<file path="src/hdl/dmrt_pkg.sv">
package dmrt_pkg;

   // Field widths fixed by the transaction format
   localparam int KEY_W  = 32;
   localparam int DATA_W = 64;
   localparam int SIZE_W = 11;

   // Serial modulo: one quotient bit per cycle over the sign-cleared key
   localparam int KEY_BITS   = 31;
   localparam int STEP_CNT_W = 5;
   localparam logic [STEP_CNT_W-1:0] STEP_LAST = STEP_CNT_W'(KEY_BITS - 1);

   localparam logic [KEY_W-1:0] SIGN_CLEAR_MASK = 32'h7FFF_FFFF;

   // Defaults for the top-level parameters
   localparam int DEF_TABLE_DEPTH  = 1024;
   localparam int DEF_RECORD_WIDTH = 64;

   localparam logic [SIZE_W-1:0] SLOT_LIMIT_RESET = 11'd1024;

   // Operation codes
   localparam logic FUNC_INSERT = 1'b0;
   localparam logic FUNC_SEARCH = 1'b1;

   typedef struct packed {
      logic                     func;
      logic signed [KEY_W-1:0]  key;
      logic [DATA_W-1:0]        record_data;
   } req_item_type;

   typedef struct packed {
      logic                     success;
      logic [DATA_W-1:0]        found_data;
   } rsp_item_type;

   typedef struct packed {
      logic                     start;
      logic [KEY_BITS-1:0]      dividend;
      logic [SIZE_W-1:0]        divisor;
   } div_req_type;

   typedef struct packed {
      logic                     done;
      logic [SIZE_W-1:0]        remainder;
   } div_rsp_type;

   typedef struct packed {
      logic                     en;
      logic                     write;
   } store_cmd_type;

endpackage

</file>
<file path="src/hdl/dmrt_divider.sv">
module dmrt_divider (
   input  logic                 clock,
   input  logic                 reset,
   input  dmrt_pkg::div_req_type div_req,
   output dmrt_pkg::div_rsp_type div_rsp
);
   import dmrt_pkg::*;

   logic [KEY_BITS-1:0]   shift_ff;
   logic [SIZE_W-1:0]     div_ff;
   logic [SIZE_W-1:0]     rem_ff;
   logic [SIZE_W-1:0]     rem_in;
   logic [STEP_CNT_W-1:0] step_ff;
   logic                  busy_ff;
   logic                  done_ff;
   logic [SIZE_W:0]       trial;
   logic [SIZE_W:0]       diff;

   // Restoring step: bring in the next dividend bit, subtract if it fits
   assign trial = {rem_ff, shift_ff[KEY_BITS-1]};
   assign diff  = trial - {1'b0, div_ff};
   assign rem_in = (trial >= {1'b0, div_ff}) ? diff[SIZE_W-1:0] : trial[SIZE_W-1:0];

   // Step counter and handshake
   always_ff @(posedge clock) begin
      if (reset) begin
         busy_ff <= 1'b0;
         done_ff <= 1'b0;
         step_ff <= '0;
      end else begin
         done_ff <= 1'b0;
         if (div_req.start) begin
            busy_ff <= 1'b1;
            step_ff <= '0;
         end else if (busy_ff) begin
            step_ff <= step_ff + 1'b1;
            if (step_ff == STEP_LAST) begin
               busy_ff <= 1'b0;
               done_ff <= 1'b1;
            end
         end
      end
   end

   // Dividend shift register and partial remainder
   always_ff @(posedge clock) begin
      if (div_req.start) begin
         shift_ff <= div_req.dividend;
         div_ff   <= div_req.divisor;
         rem_ff   <= '0;
      end else if (busy_ff) begin
         shift_ff <= {shift_ff[KEY_BITS-2:0], 1'b0};
         rem_ff   <= rem_in;
      end
   end

   assign div_rsp.done      = done_ff;
   assign div_rsp.remainder = rem_ff;

`ifndef SYNTHESIS
   a_rem_below_divisor: assert property (@(posedge clock) disable iff (reset)
      done_ff |-> (rem_ff < div_ff))
      else $error("remainder not below divisor");

   a_done_ends_run: assert property (@(posedge clock) disable iff (reset)
      done_ff |-> (!busy_ff && $past(busy_ff)))
      else $error("done without a finished run");
`endif

endmodule

</file>
<file path="config.mk">
export PLATFORM = sky130hd
export DESIGN_NAME = dmrt_divider
export DESIGN_NICKNAME = d
export VERILOG_FILES = /design/src/hdl/dmrt_pkg.sv /design/src/hdl/dmrt_divider.sv
export SDC_FILE = /design/constraint.sdc
export NUM_CORES = 1
export LEC_CHECK = 0
export BUFFER_PORTS_ARGS = -buffer_cell sky130_fd_sc_hd__buf_2
export CORE_ASPECT_RATIO = 1.5
export CORE_MARGIN = 3
export CORE_UTILIZATION = 55
export CTS_CLUSTER_SIZE = 24
export DETAILED_ROUTE_END_ITERATION = 6
export GPL_ROUTABILITY_DRIVEN = 0
export PLACE_DENSITY = 0.79
export SLEW_MARGIN = 20
export SYNTH_ARGS = -nofsm -noshare
export SYNTH_HDL_FRONTEND = slang
export SYNTH_SLANG_ARGS = --single-unit
export TNS_END_PERCENT = 20
</file>
<file path="constraint.sdc">
create_clock -name clock -period 3 [get_ports clock]
set_input_delay 0.15 -clock clock [delete_from_list [all_inputs] [get_ports clock]]
set_output_delay 0.15 -clock clock [all_outputs]
set_load 0.01 [all_outputs]
</file>
; ---- Word-level counts from Yosys, hierarchy flattened
; Index checks and enable logic that the tools add are counted.
[word_totals]
regBits = 60
in_bits = 45
[op_classes]
n_mux = 7
n_reduce_logical = 3
add_sub_neg = 2
eq_ne = 1
bitwise_logic = 1
order_cmp = 1
[ops]
columns = operator, count
row1 = 2-to-1 mux 31 bit, 2
row2 = >= comparator 12 x 11 -> 1 bit, 1
row3 = 2-to-1 mux 11 bit, 1
row4 = subtractor 11 bit, 1
row5 = adder 5 x 1 -> 5 bit (second input constant), 1
row6 = equality test 5 bit (second input constant), 1
row7 = 2-to-1 mux 1 bit, 4
row8 = OR reduction 3 bit, 1
row9 = nonzero test 2 bit, 1
row10 = OR reduction 2 bit, 1
row11 = inverter 1 bit, 1

; ---- Depth between registers and ports, before layout
; Gate-level depths: netlist of the first run.
[depth]
depth_word = 4
depth_mapped = 10

; ---- Worst setup path before layout of the first run
; OpenSTA, ideal clock, no wires.
[synth_timing]
path_kind = reg2reg
from = register shift_ff[30]
to = register rem_ff[6]
required_ps = 2912
setup_ps = 88
slack_ps = 444
synth_period_minus_slack_ps = 2556
stages_incl_launch_ff = 11
arrival_ps = 2467
path_cell_list = edfxtp_1 inv_1 ha_1 fa_1 and2b_1 o22ai_2 a211o_1 and2_1 buf_6 or3b_1 a311oi_2
[synth_between]
elab_chain_len = 2
[synth_lines]
columns = element, line_no
row1 = start: declaration, dmrt_divider.sv:9  ; logic [KEY_BITS-1:0] shift_ff;
row2 = start signal: assignment, dmrt_divider.sv:48  ; shift_ff <= div_req.dividend;
row3 = start signal: assignment, dmrt_divider.sv:52  ; shift_ff <= {shift_ff[KEY_BITS-2:0], 1'b0};
row4 = subtractor 11 bit or >= comparator 12 x 11 -> 1 bit (tied branches), "dmrt_divider.sv:21, dmrt_divider.sv:22"
row5 = 2-to-1 mux 11 bit (*), dmrt_divider.sv:22  ; assign rem_in = (trial >= {1'b0, div_ff}) ? diff[SIZE_W-1:0] : trial[SIZE_W-1:0];
row6 = end signal: assignment, dmrt_divider.sv:53  ; rem_ff <= rem_in;
row7 = end: declaration, dmrt_divider.sv:11  ; logic [SIZE_W-1:0] rem_ff;
; Mark *: on every way between the ends. The rest lies on a longest branch, timed or not.
; A chain may end at the register's enable or synchronous reset.

; ---- Worst setup path after layout of the first run
; Ends and elaborated chain as after synthesis.

==> flow_summary.ini, run 1 <==
[sta]
finalSetupTns_ns = 0
fmax_mhz = 368
timing.final.crit_share = 0.905
hold_slack_ns = 0.0949
finalCriticalPeriod_ns = 2.71
max-slew-margin-rel = 0.522
drv_slew = 0
setup_viol = 0
worst_pin_slew_ns = 0.714
hold_viol_final = 0
rsz0062_at_grt = no
clock_skew_ns = 0.00661

[power_and_ir_drop]
leakage_nw = 1.54
internal_power_mw = 1.55
p_per_area_nw_per_um2 = 554
comb_power_share = 0.130
p_seq_frac = 0.490
switching_share = 0.230
p_total_mw = 2.01
clkPwrFrac = 0.380
power.net_switching_mw = 0.463
peakVddDrop_mv = 0.381

[finish]
final_net_count = 381
final_util = 0.704
final_common_cell = buf_2
finalInstanceArea_um2 = 3640
n_antenna_cell = 0
area_growth_pct = 22.7
drive_above_1_share = 0.333
final_cell_mix = buf_2, edfxtp_1, mux2_2, nor2_1

[cts]
clock_path_buffers = 2
cts_made_buffers = 9
cts_hold_repair.buffers = 12
cts_max_level = 3
cts_tree = done
clkSinkCount = 60
clk_latency_ns = 0.34
post_cts_buffers = 0
cts_resized = 0
clock-root-buffer = clkbuf_8
clk_pin_slew_worst_paths_ns = 0.07

[setup_path]
crit_slowest_cell = fa_1
crit_path_cell_trace = inv_1 > ha_1 > fa_1 > and2b_1 > o22ai_2 > a211o_1 > and2_1 > or3b_1 > a311oi_2
cp-startpoint = shift_ff[30]
cp.arrival_ns = 2.97
crit_required_ns = 3.25
crit_path_start_kind = flip-flop
cpPeakStageDelay_ns = 0.41
crit_fanout = 8
path_class = reg2reg
end_kind = flip-flop
r2r-start = shift_ff[30]

[route]
drc_errors = 0
wirelength_mm = 6.13
post_drt_wl_per_cell_um = 15.5
vias = 2183
first_pass_iters = 5
routed_via_density = 5.53
antenna_left = 0
drtIter0Drc = 84

[run]
maxCapViolCount = 0

[die]
die_x_um = 66.0
start_util = 0.574
design.core.area_um2 = 5160
row_count = 32
dieArea_um2 = 6330
die_h_um = 95.9
io_pins = 57

[global_routing]
antenna_found_initial = 0
grt_max_degree = 49
grt_use_total = 0.210
grt_pass1_vias = 2115
grt_pass1_wl_mm = 9.75
grt.overflow.total = 0

[synthesis]
yosysSeqAreaShare = 0.547
syn_inst = 248
yosysWarnings = 0
async_reset_ff_frac = 0
ys.flop_type = edfxtp_1
syn-cell-area_um2 = 2970
avgSynthCellArea_um2 = 12.0
synth_edf_count = 42
synthDistinctLibCells = 48
synth_seq_cells = 60
syn_nets = 307

[hold_path]
holdCritStartpoint = div_req[11]
hp-class = in2reg

[status]
status = complete, no violations

[place]
hpwl_mm = 4.25
portBuffers = 56
placed_cell_area_um2 = 3310
==> power groups by stage <==
stage	Clock, mW	Combinational [mW]	Sequential (mW)
5_1_grt	0.816	0.288	0.994
6_report	0.766	0.261	0.988
4_1_cts	0.785	0.261	0.988
3_3_place_gp	0	0.237	1.00
2_1_floorplan	0	0.168	0.999
3_5_place_dp	0	0.246	1.00
==> worst paths after layout <==
kind	endpoint	slack, ns	cells past startpoint
hold reg to reg	rem_ff[2]	0.50	2
setup / recovery	rem_ff[6]	0.29	9
hold / removal	shift_ff[0]	0.09	2
setup reg to reg	rem_ff[6]	0.29	9
==> final cells by class <==
cell class                 instances  area [um^2]
clock buffer                      10          128
clock inverter                     6         78.8
fill                             386         1530
inverter                          18         67.6
multi-input combinational        162         1230
sequential                        60         1620
tap                               68         85.1
timing repair buffer              71          423
==> synth_stat cells, types with 2 or more instances <==
cell | number | area (um^2)
a211oi_1 | 3 | 22.5
a21o_1 | 2 | 15.0
a21oi_1 | 12 | 60.1
a22o_1 | 2 | 17.5
and2_1 | 2 | 12.5
clkbuf_1 | 5 | 18.8
dfxtp_1 | 18 | 360
edfxtp_1 | 42 | 1260
ha_1 | 13 | 163
inv_1 | 18 | 67.6
mux2_2 | 31 | 349
mux2i_1 | 2 | 20.0
nand2_1 | 15 | 56.3
nand2b_1 | 2 | 12.5
nand4_1 | 5 | 31.3
nor2_1 | 19 | 71.3
nor2b_1 | 2 | 12.5
nor3_1 | 4 | 20.0
o21a_1 | 3 | 22.5
o21ai_0 | 14 | 70.1
xnor2_1 | 4 | 35.0
xor2_1 | 4 | 35.0
==> logic make-up (layout without fill, tap and decap cells) <==
group                    Yosys count  in the layout  share of synthesized area
buffers and inverters             26            105                     0.0367
multiplexers                      33             33                      0.124
AO/OA/AOI/OAI                     49             49                      0.112
adder cells (fa/ha/maj)           14             14                     0.0616
XOR/XNOR                           8              8                     0.0236
AND/OR/NAND/NOR                   58             58                     0.0949
flip-flops                        60             60                      0.547
==> stage by stage <==
| step | instances | worst slack [ns] |
|---|---|---|
| global route | 395 | 0.163 |
| global placement | 367 | 0.390 |
| CTS | 395 | 0.284 |
| floorplan | 248 | 0.444 |
| detailed placement | 367 | 0.302 |
| finish | 395 | 0.285 |
==> worst max-delay path, delay by kind of cell, from the launching register on <==
family          cells  cell delay [ns]
compound gates      3             0.69
fa+ha+maj           2             0.64
buf+inv             1             0.06
flops               1             0.35
simple gates        3             0.91
==> flip-flops by register name (all words and copies together) (netlist names) <==
| register | cells |
|---|---|
| rem_ff | 11 |
| busy_ff | 1 |
| step_ff | 5 |
| done_ff | 1 |
| shift_ff | 31 |
| div_ff | 11 |
==> routing by layer <==
layer	global-route usage	up-vias	wire length (um)
li1	-	1057	-
met1	0.237	1026	2270
met4	0.112	0	149
met3	0.0689	16	405
met5	0	-	0
met2	0.351	84	3310
(Power assumes the default switching activity.)
==> run 2: changes to the inputs <==
BUFFER_PORTS_ARGS = unset   (was -buffer_cell sky130_fd_sc_hd__buf_2)
CORE_UTILIZATION = 61   (was 55)
DONT_BUFFER_PORTS = 1   (was unset)
PLACE_DENSITY = 0.77   (was 0.79)
clock period = 3.15 ns   (was 3 ns; I/O delays follow)
==> run 2 against run 1 <==
Utilization is 1.3 points higher. Worst setup slack better by 0.16 ns. Maximum frequency is 0.39% higher. Largest power group unchanged. Sequential share of layout area is 4.4 points higher. Critical path type unchanged. First-iteration DRC count is 30% higher. Die area is 9.1% lower. Largest cell class unchanged. Via count is 11% lower. Design area is 8.9% lower.
==> flow_summary.ini, run 2 (synthesized netlist as in run 1, its figures left out) <==
[route]
routed_via_density = 5.80
drtIter0Drc = 109
vias = 1937
first_pass_iters = 4
wirelength_mm = 5.66
post_drt_wl_per_cell_um = 16.9
drc_errors = 0
antenna_left = 0

[global_routing]
grt_use_total = 0.220
antenna_found_initial = 0
grt_pass1_wl_mm = 9.64
grt.overflow.total = 0
grt_pass1_vias = 2076
grt_max_degree = 37

[sta]
timing.final.crit_share = 0.859
finalSetupTns_ns = 0
rsz0062_at_grt = no
max-slew-margin-rel = 0.503
setup_viol = 0
finalCriticalPeriod_ns = 2.70
worst_pin_slew_ns = 0.743
hold_slack_ns = 0.0319
clock_skew_ns = 0.00866
fmax_mhz = 370
drv_slew = 0
hold_viol_final = 0

[finish]
final_net_count = 324
finalInstanceArea_um2 = 3310
drive_above_1_share = 0.185
top_regs = shift_ff (31), div_ff (11), rem_ff (11)
final_common_cell = edfxtp_1
final_util = 0.718
regMostFlops = shift_ff
final_cell_mix = edfxtp_1, mux2_2, nor2_1, inv_1, dfxtp_1
area_growth_pct = 11.8
n_antenna_cell = 0
largest_reg_flops = 31

[die]
dieArea_um2 = 5750
row_count = 30
die_x_um = 62.9
start_util = 0.642
design.core.area_um2 = 4620
die_h_um = 91.4
io_pins = 57

[setup_path]
end_kind = flip-flop
crit_required_ns = 3.40
crit_path_cell_trace = inv_1 > ha_1 > fa_1 > and2b_1 > o22ai_2 > a211o_1 > and2_1 > or3b_1 > a311oi_2
ff2ff_setup_slack_ns = 0.45
crit_path_start_kind = flip-flop
cpPeakStageDelay_ns = 0.41
cp.arrival_ns = 2.95
crit_slowest_cell = fa_1
crit_fanout = 8
path_class = reg2reg

[cts]
clock-root-buffer = clkbuf_8
cts_made_buffers = 9
cts_tree = done
cts_hold_repair.buffers = 13
clk_latency_ns = 0.33
clock_path_buffers = 2
cts_max_level = 3
cts_resized = 0
clk_pin_slew_worst_paths_ns = 0.07
clkSinkCount = 60
post_cts_buffers = 0

[place]
placed_cell_area_um2 = 3010
portBuffers = 0
hpwl_mm = 3.86

[power_and_ir_drop]
peakVddDrop_mv = 0.385
p_per_area_nw_per_um2 = 530
leakage_nw = 1.28
p_total_mw = 1.76

[run]
maxCapViolCount = 0

[hold_path]
hp-class = in2reg

[status]
status = complete, no violations
-- run 2: critical path, delay by kind of cell, from the launching register on --
| family | cells | cell delay, ns |
|---|---|---|
| AO/OA/AOI/OAI | 3 | 0.69 |
| adder cells (fa/ha/maj) | 2 | 0.64 |
| buffers and inverters | 1 | 0.05 |
| flip-flops | 1 | 0.35 |
| AND/OR/NAND/NOR | 3 | 0.90 |
-- run 2: where the power goes --
group | total (mW) | switching (mW) | internal, mW
registers | 0.946 | 0.0288 | 0.917
logic | 0.201 | 0.102 | 0.0988
clock network | 0.609 | 0.282 | 0.327
total | 1.76 | 0.413 | 1.34
-- run 2: path summary, 6_finish.rpt --
check | start | end | cells after the start
worst max-delay path | shift_ff[30] | rem_ff[6] | 9
worst min-delay path | div_req[11] | shift_ff[0] | 1
worst max register to register | shift_ff[30] | rem_ff[6] | 9
worst min register to register | step_ff[4] | done_ff | 2
-- run 2: layout make-up --
type	count	area (um^2)
clock inverters	2	10.0
flip-flops and latches	60	1620
well taps	64	80.1
clock buffers	14	163
inverters	18	67.6
repair buffers	14	138
fillers	343	1300
multi-input cells	162	1230
-- run 2: per-layer routing --
| metal | vias to the layer above | wire length [um] | track usage |
|---|---|---|---|
| li1 | 943 | - | - |
| met1 | 903 | 2050 | 0.222 |
| met2 | 76 | 3010 | 0.386 |
| met3 | 15 | 440 | 0.0842 |
| met4 | 0 | 167 | 0.112 |
| met5 | - | 0 | 0 |
-- run 2: stage by stage --
step / setup slack [ns] / cells
6_report: 0.446 / 334
5_1_grt: 0.297 / 334
4_1_cts: 0.439 / 334
3_5_place_dp: 0.462 / 305
3_3_place_gp: 0.525 / 305
2_1_floorplan: 0.594 / 248
